`src/rtl/pba_pkg.sv`:
```
// ----------------------------------------------------------------------------
// pba_pkg
// Shared types and constants of the paged bump allocator.
// ----------------------------------------------------------------------------
`default_nettype none

package pba_pkg;

    localparam int unsigned PAGE_BW          = 25;
    localparam int unsigned BYTES_BW         = 24;
    localparam int unsigned PAGE_MIN_HEADERS = 16;

    localparam logic [PAGE_BW-1:0] PAGE_BYTES_RESET = 25'd1048576;
    localparam logic [PAGE_BW-1:0] PAGE_BYTES_CAP   = 25'd16777216;

    localparam logic REQ_ALLOC   = 1'b0;
    localparam logic REQ_RELEASE = 1'b1;

    localparam logic [1:0] STAT_OK   = 2'd0;
    localparam logic [1:0] STAT_ZERO = 2'd1;
    localparam logic [1:0] STAT_BIG  = 2'd2;
    localparam logic [1:0] STAT_FULL = 2'd3;

    typedef enum logic [1:0] {
        S_IDLE,
        S_DISPATCH,
        S_SCAN,
        S_FINISH
    } t_state;

    typedef enum logic [1:0] {
        K_RELEASE,
        K_ZERO,
        K_HIT,
        K_NOFIT
    } t_kind;

    typedef struct packed {
        logic  load;
        logic  scan_first;
        logic  scan_next;
        logic  finish;
        t_kind kind;
    } t_cmd;

    typedef struct packed {
        logic is_release;
        logic is_zero;
        logic count_zero;
        logic fit;
        logic k_zero;
        logic out_free;
    } t_stat;

    typedef struct packed {
        logic [PAGE_BW-1:0] free_bytes;
        logic [PAGE_BW-1:0] next_offset;
    } t_page_entry;

endpackage

`default_nettype wire

```
`src/rtl/pba_ctrl.sv`:
```
// ----------------------------------------------------------------------------
// pba_ctrl
// Sequencer: request decode, newest-first page scan, result hand-off.
// ----------------------------------------------------------------------------
`default_nettype none

module pba_ctrl (
    input  wire            i_clk,
    input  wire            i_rst_n,
    input  wire            i_in_valid,
    output logic           o_in_ready,
    input  pba_pkg::t_stat i_stat,
    output pba_pkg::t_cmd  o_cmd
);
    import pba_pkg::*;

    t_state r_state, n_state;
    t_kind  r_kind,  n_kind;

    always_ff @(posedge i_clk) begin
        if (!i_rst_n) begin
            r_state <= S_IDLE;
            r_kind  <= K_RELEASE;
        end else begin
            r_state <= n_state;
            r_kind  <= n_kind;
        end
    end

    always_comb begin
        n_state = r_state;
        n_kind  = r_kind;
        case (r_state)
            S_IDLE: begin
                if (i_in_valid) n_state = S_DISPATCH;
            end
            S_DISPATCH: begin
                if (i_stat.is_release) begin
                    n_kind  = K_RELEASE;
                    n_state = S_FINISH;
                end else if (i_stat.is_zero) begin
                    n_kind  = K_ZERO;
                    n_state = S_FINISH;
                end else if (i_stat.count_zero) begin
                    n_kind  = K_NOFIT;
                    n_state = S_FINISH;
                end else begin
                    n_state = S_SCAN;
                end
            end
            S_SCAN: begin
                if (i_stat.fit) begin
                    n_kind  = K_HIT;
                    n_state = S_FINISH;
                end else if (i_stat.k_zero) begin
                    n_kind  = K_NOFIT;
                    n_state = S_FINISH;
                end
            end
            S_FINISH: begin
                if (i_stat.out_free) n_state = S_IDLE;
            end
            default: begin
                n_state = S_IDLE;
            end
        endcase
    end

    always_comb begin
        o_in_ready       = 1'b0;
        o_cmd.load       = 1'b0;
        o_cmd.scan_first = 1'b0;
        o_cmd.scan_next  = 1'b0;
        o_cmd.finish     = 1'b0;
        o_cmd.kind       = r_kind;
        case (r_state)
            S_IDLE: begin
                o_in_ready = 1'b1;
                o_cmd.load = i_in_valid;
            end
            S_DISPATCH: begin
                o_cmd.scan_first = !i_stat.is_release && !i_stat.is_zero &&
                                   !i_stat.count_zero;
            end
            S_SCAN: begin
                o_cmd.scan_next = !i_stat.fit && !i_stat.k_zero;
            end
            S_FINISH: begin
                o_cmd.finish = i_stat.out_free;
            end
            default: begin
                o_in_ready = 1'b0;
            end
        endcase
    end

endmodule

`default_nettype wire

```
`src/rtl/pba_datapath.sv`:
```
// ----------------------------------------------------------------------------
// pba_datapath
// Page table memory, page count, config register and result register.
// ----------------------------------------------------------------------------
`default_nettype none

module pba_datapath #(
    parameter int unsigned MAX_PAGES    = 16,
    parameter int unsigned HEADER_BYTES = 32
) (
    input  wire                           i_clk,
    input  wire                           i_rst_n,
    input  wire                           i_cfg_we,
    input  wire  [pba_pkg::PAGE_BW-1:0]   i_cfg_data,
    input  wire                           i_req_type,
    input  wire  [pba_pkg::BYTES_BW-1:0]  i_alloc_bytes,
    input  pba_pkg::t_cmd                 i_cmd,
    output pba_pkg::t_stat                o_stat,
    input  wire                           i_out_ready,
    output logic                          o_out_valid,
    output logic [1:0]                    o_status,
    output logic [3:0]                    o_page_index,
    output logic [pba_pkg::BYTES_BW-1:0]  o_byte_offset,
    output logic                          o_opened_page,
    output logic [4:0]                    o_page_count
);
    import pba_pkg::*;

    localparam int unsigned IW = (MAX_PAGES > 1) ? $clog2(MAX_PAGES) : 1;
    localparam int unsigned CW = $clog2(MAX_PAGES + 1);
    localparam logic [PAGE_BW-1:0] HDR      = PAGE_BW'(HEADER_BYTES);
    localparam logic [PAGE_BW-1:0] PAGE_MIN = PAGE_BW'(HEADER_BYTES * PAGE_MIN_HEADERS);

    t_page_entry         r_mem [0:MAX_PAGES-1];
    t_page_entry         r_rd;
    logic                r_req;
    logic [BYTES_BW-1:0] r_bytes;
    logic [PAGE_BW-1:0]  r_page_bytes;
    logic [CW-1:0]       r_count, n_count;
    logic [IW-1:0]       r_k;
    logic                r_out_valid;
    logic [1:0]          r_status, n_status;
    logic [3:0]          r_idx, n_idx;
    logic [BYTES_BW-1:0] r_off, n_off;
    logic                r_opened, n_opened;
    logic [4:0]          r_cnt_out;

    logic [IW-1:0]       last_idx;
    logic [IW-1:0]       raddr;
    logic                we;
    logic [IW-1:0]       waddr;
    t_page_entry         wdata;
    logic [PAGE_BW-1:0]  bytes_ext;
    logic [PAGE_BW-1:0]  usable;
    logic                too_big;
    logic                full;

    assign bytes_ext = {1'b0, r_bytes};
    assign usable    = r_page_bytes - HDR;
    assign too_big   = bytes_ext > usable;
    assign full      = r_count == CW'(MAX_PAGES);
    assign last_idx  = IW'(r_count - CW'(1));
    assign raddr     = i_cmd.scan_first ? last_idx : r_k - IW'(1);

    assign o_stat.is_release = r_req == REQ_RELEASE;
    assign o_stat.is_zero    = r_bytes == '0;
    assign o_stat.count_zero = r_count == '0;
    assign o_stat.fit        = r_rd.free_bytes >= bytes_ext;
    assign o_stat.k_zero     = r_k == '0;
    assign o_stat.out_free   = !r_out_valid || i_out_ready;

    always_comb begin
        n_count  = r_count;
        n_status = STAT_OK;
        n_idx    = '0;
        n_off    = '0;
        n_opened = 1'b0;
        we       = 1'b0;
        waddr    = r_k;
        wdata    = r_rd;
        case (i_cmd.kind)
            K_RELEASE: begin
                n_count = '0;
            end
            K_ZERO: begin
                n_status = STAT_ZERO;
            end
            K_HIT: begin
                we                = 1'b1;
                wdata.free_bytes  = r_rd.free_bytes - bytes_ext;
                wdata.next_offset = r_rd.next_offset + bytes_ext;
                n_idx             = 4'(r_k);
                n_off             = r_rd.next_offset[BYTES_BW-1:0];
            end
            K_NOFIT: begin
                if (too_big) begin
                    n_status = STAT_BIG;
                end else if (full) begin
                    n_status = STAT_FULL;
                end else begin
                    we                = 1'b1;
                    waddr             = r_count[IW-1:0];
                    wdata.free_bytes  = usable - bytes_ext;
                    wdata.next_offset = HDR + bytes_ext;
                    n_idx             = 4'(r_count);
                    n_off             = HDR[BYTES_BW-1:0];
                    n_opened          = 1'b1;
                    n_count           = r_count + CW'(1);
                end
            end
            default: begin
                n_status = STAT_OK;
            end
        endcase
    end

    always_ff @(posedge i_clk) begin
        if (i_cmd.finish && we) r_mem[waddr] <= wdata;
        if (i_cmd.scan_first || i_cmd.scan_next) r_rd <= r_mem[raddr];
    end

    always_ff @(posedge i_clk) begin
        if (i_cmd.load) begin
            r_req   <= i_req_type;
            r_bytes <= i_alloc_bytes;
        end
        if (i_cmd.scan_first) begin
            r_k <= last_idx;
        end else if (i_cmd.scan_next) begin
            r_k <= r_k - IW'(1);
        end
        if (i_cmd.finish) begin
            r_status  <= n_status;
            r_idx     <= n_idx;
            r_off     <= n_off;
            r_opened  <= n_opened;
            r_cnt_out <= 5'(n_count);
        end
    end

    always_ff @(posedge i_clk) begin
        if (!i_rst_n) begin
            r_count      <= '0;
            r_out_valid  <= 1'b0;
            r_page_bytes <= PAGE_BYTES_RESET;
        end else begin
            if (i_cmd.finish) begin
                r_count <= n_count;
            end
            if (i_cmd.finish) begin
                r_out_valid <= 1'b1;
            end else if (i_out_ready) begin
                r_out_valid <= 1'b0;
            end
            if (i_cfg_we) begin
                if (i_cfg_data < PAGE_MIN) begin
                    r_page_bytes <= PAGE_MIN;
                end else if (i_cfg_data > PAGE_BYTES_CAP) begin
                    r_page_bytes <= PAGE_BYTES_CAP;
                end else begin
                    r_page_bytes <= i_cfg_data;
                end
            end
        end
    end

    assign o_out_valid   = r_out_valid;
    assign o_status      = r_status;
    assign o_page_index  = r_idx;
    assign o_byte_offset = r_off;
    assign o_opened_page = r_opened;
    assign o_page_count  = r_cnt_out;

    a_count_range: assert property (@(posedge i_clk) disable iff (!i_rst_n)
        r_count <= CW'(MAX_PAGES))
        else $error("page count above table size");

    a_finish_slot: assert property (@(posedge i_clk) disable iff (!i_rst_n)
        i_cmd.finish |-> (!r_out_valid || i_out_ready))
        else $error("result written over a pending transaction");

    a_release_clears: assert property (@(posedge i_clk) disable iff (!i_rst_n)
        (i_cmd.finish && i_cmd.kind == K_RELEASE) |=> (r_count == '0 && r_out_valid))
        else $error("release did not drop pages");

    a_page_range: assert property (@(posedge i_clk) disable iff (!i_rst_n)
        r_page_bytes >= PAGE_MIN && r_page_bytes <= PAGE_BYTES_CAP)
        else $error("page size out of range");

    a_open_grows: assert property (@(posedge i_clk) disable iff (!i_rst_n)
        (i_cmd.finish && n_opened) |=> r_count == $past(r_count) + CW'(1))
        else $error("page open did not bump count");

endmodule

`default_nettype wire

```
`src/rtl/paged_bump_allocator.sv`:
```
// ----------------------------------------------------------------------------
// paged_bump_allocator
// Region allocator over a table of pages with a newest-first fit search.
// ----------------------------------------------------------------------------
// Requests arrive on the s_axis channel: tuser is the request type (0
// allocate, 1 release all pages), tdata the byte count. Each request gives one
// transaction on m_axis: tuser is the status, tdata the page index, byte
// offset, opened flag and page count.
// The page size register is to be written with i_cfg_we / i_cfg_data only
// while idle, which the block does not enforce; the value is clamped to
// [16 * HEADER_BYTES, 2^24] on write. A release or zero-size request passes
// through dispatch straight to the finish step; an allocate first scans the
// page table memory newest first, one entry per cycle, until an entry fits or
// none is left (1 to MAX_PAGES entries read, none when no page is open). A
// new request is accepted only in the idle state, entered once the result is
// registered, so one request is in work at a time.
// Reset clears the page count, the result valid flag and restores the page
// size to 1 MiB; the page table itself needs no clearing.
// When the receiver stalls, the result is held in the output register; one
// further request is accepted and finishes up to its final step, then waits.
// ----------------------------------------------------------------------------
`default_nettype none

module paged_bump_allocator #(
    parameter int unsigned MAX_PAGES    = 16,
    parameter int unsigned HEADER_BYTES = 32
) (
    input  wire         i_clk,
    input  wire         i_rst_n,
    input  wire         i_cfg_we,
    input  wire  [24:0] i_cfg_data,
    input  wire         s_axis_tvalid,
    output logic        s_axis_tready,
    input  wire  [23:0] s_axis_tdata,   // [23:0] alloc_bytes
    input  wire  [0:0]  s_axis_tuser,   // [0] req_type
    output logic        m_axis_tvalid,
    input  wire         m_axis_tready,
    output logic [39:0] m_axis_tdata,   // [3:0] page_index, [27:4] byte_offset,
                                        // [28] opened_page, [33:29] page_count
    output logic [1:0]  m_axis_tuser    // [1:0] status
);
    import pba_pkg::*;

    t_cmd                cmd;
    t_stat               stat;
    logic [1:0]          status;
    logic [3:0]          page_index;
    logic [BYTES_BW-1:0] byte_offset;
    logic                opened_page;
    logic [4:0]          page_count;

    pba_ctrl u_ctrl (
        .i_clk      (i_clk),
        .i_rst_n    (i_rst_n),
        .i_in_valid (s_axis_tvalid),
        .o_in_ready (s_axis_tready),
        .i_stat     (stat),
        .o_cmd      (cmd)
    );

    pba_datapath #(
        .MAX_PAGES    (MAX_PAGES),
        .HEADER_BYTES (HEADER_BYTES)
    ) u_datapath (
        .i_clk         (i_clk),
        .i_rst_n       (i_rst_n),
        .i_cfg_we      (i_cfg_we),
        .i_cfg_data    (i_cfg_data),
        .i_req_type    (s_axis_tuser[0]),
        .i_alloc_bytes (s_axis_tdata),
        .i_cmd         (cmd),
        .o_stat        (stat),
        .i_out_ready   (m_axis_tready),
        .o_out_valid   (m_axis_tvalid),
        .o_status      (status),
        .o_page_index  (page_index),
        .o_byte_offset (byte_offset),
        .o_opened_page (opened_page),
        .o_page_count  (page_count)
    );

    assign m_axis_tdata = {6'b0, page_count, opened_page, byte_offset, page_index};
    assign m_axis_tuser = status;

endmodule

`default_nettype wire
```
`config.mk`:
```
export PLATFORM = sky130hd
export DESIGN_NAME = paged_bump_allocator
export DESIGN_NICKNAME = d
export VERILOG_FILES = /design/src/rtl/pba_pkg.sv /design/src/rtl/pba_ctrl.sv /design/src/rtl/pba_datapath.sv /design/src/rtl/paged_bump_allocator.sv
export SDC_FILE = /design/constraint.sdc
export NUM_CORES = 1
export LEC_CHECK = 0
export BUFFER_PORTS_ARGS = -buffer_cell sky130_fd_sc_hd__buf_4
export CORE_MARGIN = 8
export CORE_UTILIZATION = 40
export DETAILED_ROUTE_END_ITERATION = 8
export GPL_TIMING_DRIVEN = 0
export SYNTH_ARGS = -nofsm -noshare
export SYNTH_HDL_FRONTEND = slang
export SYNTH_SLANG_ARGS = --single-unit
```
`constraint.sdc`:
```
create_clock -name i_clk -period 8.9 [get_ports i_clk]
set_clock_uncertainty 0.1 [all_clocks]
set_input_delay 1.78 -clock i_clk [delete_from_list [all_inputs] [get_ports i_clk]]
set_output_delay 1.78 -clock i_clk [all_outputs]
set_load 0.005 [all_outputs]
```
==> results of run 1 <==
-- synth_stat cells (4+ instances only) --
library cell,count
buf_2,32
dfxtp_1,35
or4_1,5
nor4_1,21
nand2b_1,29
nor3_1,24
mux4_2,196
xor2_1,43
o21a_1,6
xnor2_1,56
a221o_1,5
a21o_1,33
nand3_1,45
and3_1,41
nor2_1,71
a211oi_1,6
clkbuf_1,61
nand2_1,203
mux2i_1,67
o21bai_1,10
buf_4,10
edfxtp_1,898
ha_1,85
o31ai_1,6
a21oi_1,62
o21ai_0,64
nand4_1,16
a21boi_0,17
o221ai_1,18
a22oi_1,25
inv_1,57
nor2b_1,20
o211ai_1,7
or3_1,8
buf_1,4
a31oi_1,44
o21ai_1,10
and2_1,30
-- cell usage in the layout, fill, tap and decap left out, types with 8 or more instances in the layout --
| cell | n |
|---|---|
| edfxtp_1 | 898 |
| nand2_1 | 202 |
| mux4_2 | 196 |
| buf_4 | 112 |
| clkbuf_16 | 96 |
| ha_1 | 85 |
| clkbuf_1 | 78 |
| mux2i_1 | 67 |
| a21oi_1 | 62 |
| inv_1 | 57 |
| nor2_1 | 55 |
| xnor2_1 | 55 |
| o21ai_0 | 51 |
| nand3_1 | 45 |
| a31oi_1 | 44 |
| xor2_1 | 43 |
| and3_1 | 41 |
| dfxtp_1 | 35 |
| a21o_1 | 33 |
| buf_2 | 33 |
| and2_1 | 30 |
| nand2b_1 | 29 |
| buf_12 | 27 |
| a22oi_1 | 25 |
| nor3_1 | 24 |
| o21ai_1 | 23 |
| nor4_1 | 21 |
| nor2b_1 | 20 |
| clkinv_1 | 17 |
| a21boi_0 | 17 |
| clkinv_2 | 17 |
| nand4_1 | 16 |
| o221ai_1 | 16 |
| nor2_4 | 16 |
| o21bai_1 | 10 |
| or3_1 | 8 |
-- kinds of logic after synthesis --
group / count (synthesis) / share of synthesized area [%]
AOI/OAI and AO/OA: 347 / 5.77
xor gates and xnor gates: 99 / 2.15
adders and majority gates: 88 / 2.78
buffers and inverters: 169 / 1.80
DFF: 933 / 68.5
muxes: 263 / 12.6
other: 1 / 0.00929
and+or+nand+nor: 528 / 6.39
-- final timing paths --
path                                                  start                           to
worst max register to register        u_datapath.r_bytes[4]          u_datapath.r_rd[30]
worst min register to register  u_datapath.r_page_bytes[23]  u_datapath.r_page_bytes[23]
worst max-delay path                  u_datapath.r_bytes[4]          u_datapath.r_rd[30]
worst min-delay path            u_datapath.r_page_bytes[23]  u_datapath.r_page_bytes[23]
-- power groups by stage --
stage	combinational [W]	clock, W	sequential [W]
after global routing	0.00269	0.00417	0.00557
after CTS	0.00249	0.00399	0.00557
after global placement	0.00234	0	0.00567
after floorplan	0.00151	0	0.00561
after detailed placement	0.00248	0	0.00566
final	0.00250	0.00392	0.00557
-- cell type report --
cell class | instances | area (um2)
Sequential cell | 933 | 27700
Clock inverter | 51 | 529
Multi-Input combinational cell | 1331 | 12200
Antenna cell | 1 | 2.50
Timing Repair Buffer | 139 | 1530
Inverter | 60 | 225
Buffer | 109 | 503
Fill cell | 8528 | 53400
Clock buffer | 120 | 2550
Tap cell | 1298 | 1620
-- flip-flops by register name (all words and copies together) (netlist names) --
name,flops
u_ctrl.r_kind,2
u_ctrl.r_state,2
u_datapath.o_byte_offset,24
u_datapath.o_opened_page,1
u_datapath.o_out_valid,1
u_datapath.o_page_count,5
u_datapath.o_page_index,4
u_datapath.o_status,2
u_datapath.r_bytes,24
u_datapath.r_count,5
u_datapath.r_k,4
u_datapath.r_mem,784
u_datapath.r_page_bytes,25
u_datapath.r_rd,49
u_datapath.r_req,1
-- worst reg2reg max path, stage by stage, from the launching register on --
cell	delay, ns
edfxtp_1	0.59
nor4_1	0.14
and4_1	0.23
a31oi_1	0.82
o211ai_2	0.52
mux2i_1	0.33
buf_2	0.36
buf_2	0.50
buf_4	0.35
ha_1	0.27
clkbuf_1	0.24
inv_2	0.31
clkbuf_1	0.75
clkbuf_1	0.69
mux4_2	0.42
nand2_1	0.08
a31oi_1	0.13
-- metrics by stage --
stage	cell area, um2	utilization (%)	hold WS [ns]	power (W)	TNS [ns]
global route	46800	46.7	0.472	0.0124	0
CTS	46800	46.7	0.450	0.0120	0
finish	46800	46.7	0.449	0.0120	0
detailed placement	43700	43.6	0.439	0.00814	0
global placement	42700	42.7	0.433	0.00802	-1389.04
floorplan	40400	-	0.372	0.00712	0
-- routing by layer --
layer | vias to the layer above | GRT usage (%) | part of all wire (%)
met5 | - | 0 | 0
met4 | 0 | 5.27 | 2.2
met1 | 12357 | 29.2 | 45
li1 | 10164 | - | -
met3 | 124 | 3.22 | 6.3
met2 | 862 | 31.4 | 46
==> flow_metrics.py, run 1 <==
metrics = {
    "critical_path": {
        "critPathMostFrequentCell": "clkbuf_1",
        "cp.depth": 16,
        "path_class": "reg2reg",
        "cp.required_ns": 9.18,
        "reg2reg_depth": 16,
        "slowest_delay_ns": 0.82,
        "worst-path-buf-inv": 7,
        "arrival_ns": 7.40,
        "path_max_fanout": 11,
        "start_kind": "flip-flop",
        "crit_slowest_cell": "a31oi_1",
        "crit_path_end_kind": "flip-flop",
        "ff2ff_setup_slack_ns": 1.78,
        "path_cells": "nor4_1, and4_1, a31oi_1, o211ai_2, mux2i_1, buf_2, buf_2, buf_4, ha_1, clkbuf_1, inv_2, clkbuf_1, clkbuf_1, mux4_2, nand2_1, a31oi_1",
        "cp_top_family": "buffers and inverters",
    },
    "drt": {
        "drc_errors": 0,
        "drt-wirelength-per-cell_um": 28.1,
        "vias": 23507,
        "ant_nets": 0,
        "drt-total-wl_um": 114000,
        "drt-initial-drc-count": 2583,
        "first_pass_iters": 6,
        "viasPerCell": 5.82,
    },
    "placement": {
        "place_ws_ns": 1.97,
        "gp_congestion": 0.922,
        "port_buffers": 92,
        "dpl.hpwl_um": 80600,
        "dp_cells": 3870,
    },
    "yosys": {
        "yosysSeqAreaShare_pct": 68.5,
        "ys_warn_count": 0,
        "syn_inst": 2428,
        "ys_top_cells_by_area": "edfxtp_1 67%, mux4_2 11%, ha_1 2.6%, nand2_1 1.9%, dfxtp_1 1.7%",
        "syn-cell-area_um2": 40400,
        "ys_seq_elements": 933,
        "synthArstFlopShare_pct": 0,
        "synth_top_area_share_pct": 66.8,
        "ys.flop_type": "edfxtp_1",
        "syn_avg_cell_area_um2": 16.6,
        "synth_cell_types": 76,
        "yosys.area.top_type": "edfxtp_1",
        "synth_edf_count": 898,
    },
    "clocking": {
        "numClockSinks": 933,
        "post-cts-setup-buffers": 0,
        "clockBufferDepth": 3,
        "cts_tree": "done",
        "cts_root_buf": "clkbuf_16",
        "htreeDepth": 3,
        "cts_resized": 0,
        "clk_latency_ns": 0.69,
        "cts_made_buffers": 95,
        "cts-hold-fix-buffers": 0,
        "path_clk_slew_ns": 0.06,
    },
    "power_and_ir_drop": {
        "power.leakage_nw": 15.9,
        "p_comb_share_pct": 20.8,
        "internal-power_w": 0.00850,
        "max-vdd-ir-drop_mv": 0.187,
        "switching_power_w": 0.00349,
        "p_seq_share_pct": 46.4,
        "p_per_area_nw_per_um2": 256,
        "swShare_pct": 29.1,
        "p_clk_share_pct": 32.7,
    },
    "timing": {
        "hold_viol_final": 0,
        "finalWorstSetupSlack_ns": 1.78,
        "tightest_slew_ns": 1.45,
        "timing.fmax_mhz": 140,
        "slew_headroom_pct": 3.07,
        "rsz0062_at_grt": "false",
        "setup_viol": 0,
        "min_period_ns": 7.12,
        "slew_viol_final": 0,
        "fin_crit_sh_pct": 80.0,
    },
    "die": {
        "die_area_um2": 111000,
        "num_rows": 116,
        "die_y_um": 334,
        "ios": 99,
        "initial_utilization_pct": 40.3,
        "coreArea_um2": 100000,
        "die_w_um": 334,
    },
    "global_route": {
        "grt_pass1_wl_um": 164000,
        "grt_pass1_vias": 23444,
        "track_usage_pct": 20.1,
        "antenna_found_initial": 0,
        "grt_max_degree": 54,
        "grt_overflow": 0,
    },
    "outcome": {
        "status": "finished, final reports clean",
    },
    "final_layout": {
        "drive_gt1_share_pct": 20.2,
        "fin_cells": 4042,
        "finalNetCount": 2812,
        "syn_to_final_growth_pct": 15.9,
    },
    "job": {
        "cap_viol_max_count": 0,
    },
    "min_path": {
        "holdPathStages": 2,
        "min_path_type": "reg2reg",
    },
}
Power figures use the tool's default switching activity.
==> inputs of run 2 (changes only) <==
==> constraint.sdc (replaced) <==
create_clock -name i_clk -period 6.8 [get_ports i_clk]
set_clock_uncertainty 0.1 [all_clocks]
set_input_delay 1.36 -clock i_clk [delete_from_list [all_inputs] [get_ports i_clk]]
set_output_delay 1.36 -clock i_clk [all_outputs]
set_load 0.005 [all_outputs]
==> run 2 against run 1 <==
Count of clock-buffer cells in the layout unchanged. Clock power up 31%. Power grew 31%.
==> flow_metrics.py, run 2 (synthesized netlist as in run 1, its figures left out) <==
metrics = {
    "critical_path": {
        "path_max_fanout": 20,
        "path_cells": "or4_4, nor2_1, nand2_1, or3_1, nor4_1, xor2_1, ha_1, nand3_1, nor4_1, nand3_1, a21oi_4, nand2_1, inv_1, buf_2, o22ai_1, nor2_4, buf_12",
        "cp.required_ns": 7.05,
        "slowest_delay_ns": 0.58,
        "crit_path_end_kind": "flip-flop",
        "ff2ff_setup_slack_ns": 0.35,
        "worst-path-buf-inv": 3,
        "cp_top_family": "simple AND/OR/NAND/NOR gates",
        "arrival_ns": 6.70,
        "crit_slowest_cell": "or4_4",
        "path_class": "reg2reg",
        "start_kind": "flip-flop",
    },
    "timing": {
        "fin_crit_sh_pct": 94.8,
        "slew_headroom_pct": 4.92,
        "tightest_slew_ns": 1.42,
        "rsz0062_at_grt": "false",
        "setup_viol": 0,
        "fin_setup_tns_ns": 0,
        "min_period_ns": 6.45,
        "slew_viol_final": 0,
        "hold_viol_final": 0,
        "whs_ns": 0.445,
        "timing.fmax_mhz": 155,
    },
    "drt": {
        "vias": 23499,
        "drc_errors": 0,
        "drt-total-wl_um": 114000,
        "first_pass_iters": 7,
        "drt-initial-drc-count": 2562,
        "viasPerCell": 5.80,
        "ant_nets": 0,
        "drt-wirelength-per-cell_um": 28.1,
    },
    "final_layout": {
        "drive_gt1_share_pct": 20.5,
        "syn_to_final_growth_pct": 16.1,
        "largest_register_ff_count": 784,
        "final_util_pct": 46.8,
        "final_cell_mix": "898 x edfxtp_1, 202 x nand2_1, 196 x mux4_2",
        "reg_top3": "u_datapath.r_mem: 784 flops, u_datapath.r_rd: 49 flops, u_datapath.r_page_bytes: 25 flops",
        "fin_cells": 4049,
        "final_common_cell": "edfxtp_1",
        "regMostFlops": "u_datapath.r_mem",
        "finalNetCount": 2819,
    },
    "global_route": {
        "track_usage_pct": 20.1,
        "antenna_found_initial": 0,
        "grt_pass1_vias": 23443,
        "grt_max_degree": 54,
        "grt_pass1_wl_um": 164000,
        "grt_overflow": 0,
    },
    "power_and_ir_drop": {
        "switching_power_w": 0.00457,
        "p_clk_share_pct": 32.7,
        "p_seq_share_pct": 46.4,
        "power.leakage_nw": 15.9,
        "fin_total_pwr_w": 0.0157,
        "p_per_area_nw_per_um2": 335,
        "swShare_pct": 29.1,
        "internal-power_w": 0.0111,
        "max-vdd-ir-drop_mv": 0.244,
        "p_comb_share_pct": 20.8,
    },
    "clocking": {
        "cts_made_buffers": 95,
        "cts_root_buf": "clkbuf_16",
        "clockBufferDepth": 3,
        "cts_tree": "done",
        "path_clk_slew_ns": 0.06,
        "numClockSinks": 933,
        "htreeDepth": 3,
        "clk_latency_ns": 0.68,
    },
    "die": {
        "die_w_um": 334,
        "die_y_um": 334,
        "initial_utilization_pct": 40.3,
        "coreArea_um2": 100000,
        "die_area_um2": 111000,
        "num_rows": 116,
        "ios": 99,
    },
    "outcome": {
        "status": "finished, final reports clean",
    },
    "placement": {
        "dp_cells": 3870,
        "dpl.hpwl_um": 80600,
        "port_buffers": 92,
        "gp_congestion": 0.922,
    },
    "min_path": {
        "min_path_type": "reg2reg",
    },
    "job": {
        "cap_viol_max_count": 0,
    },
}
-- run 2: cell count changes in the layout (fill, tap and decap cells not counted) --
| cell | change |
|---|---|
| buf_12 | +3 |
| xor2_2 | +1 |
| clkbuf_1 | -1 |
| a31oi_1 | -1 |
| a31oi_2 | +1 |
| buf_4 | +4 |
| clkbuf_2 | +1 |
| xor2_1 | -1 |
-- run 2: layer usage --
layer | GRT usage [%] | vias to the layer above | wire [um]
li1 | - | 10184 | -
met1 | 29.2 | 12285 | 51500
met2 | 31.4 | 887 | 52700
met3 | 3.22 | 143 | 7150
met4 | 5.27 | 0 | 2530
met5 | 0 | - | 0
-- run 2: power groups by stage --
stage	clock, W	sequential (W)	combinational (W)
5_1_grt	0.00546	0.00729	0.00352
3_3_place_gp	0	0.00743	0.00307
6_report	0.00514	0.00729	0.00327
2_1_floorplan	0	0.00734	0.00198
3_5_place_dp	0	0.00740	0.00324
4_1_cts	0.00523	0.00728	0.00326
-- run 2: tightest hold or removal path: cells and delay by family, from the launching register on --
kind	cells	cell delay (ns)
DFF	1	0.35
and+or+nand+nor	1	0.08
AOI/OAI and AO/OA	1	0.07
-- run 2: final timing paths --
kind | startpoint | to | depth (start not counted)
setup / recovery | u_datapath.r_page_bytes[7] | u_datapath.r_mem[1][13] | 17
hold / removal | u_datapath.r_page_bytes[23] | u_datapath.r_page_bytes[23] | 2
setup reg to reg | u_datapath.r_page_bytes[7] | u_datapath.r_mem[1][13] | 17
hold reg to reg | u_datapath.r_page_bytes[23] | u_datapath.r_page_bytes[23] | 2
-- run 2: per-stage QoR --
stage               worst slack, ns  instance area (um2)
floorplan                     0.571                40400
global placement              -3.63                42700
detailed placement           -0.128                43700
CTS                           0.138                46800
global route                 0.0651                46900
finish                        0.354                46900
-- run 2: repair_timing --
| action | in CTS | in global routing |
|---|---|---|
| endpoints found under the setup margin | 39 | 109 |
| hold endpoints to repair | 0 | 0 |
| gates resized for setup | 2 | 1 |
| setup buffers | 0 | 7 |
| cloned | 0 | 0 |
| pin swaps | 0 | 3 |
| hold buffers | 0 | 0 |
-- run 2: final cells by class --
| class | instances | area [um2] |
|---|---|---|
| Fill cell | 8511 | 53200 |
| Sequential cell | 933 | 27700 |
| Multi-Input combinational cell | 1331 | 12200 |
| Clock buffer | 120 | 2550 |
| Tap cell | 1298 | 1620 |
| Timing Repair Buffer | 146 | 1620 |
| Clock inverter | 51 | 529 |
| Buffer | 109 | 504 |
| Inverter | 60 | 225 |
| Antenna cell | 1 | 2.50 |
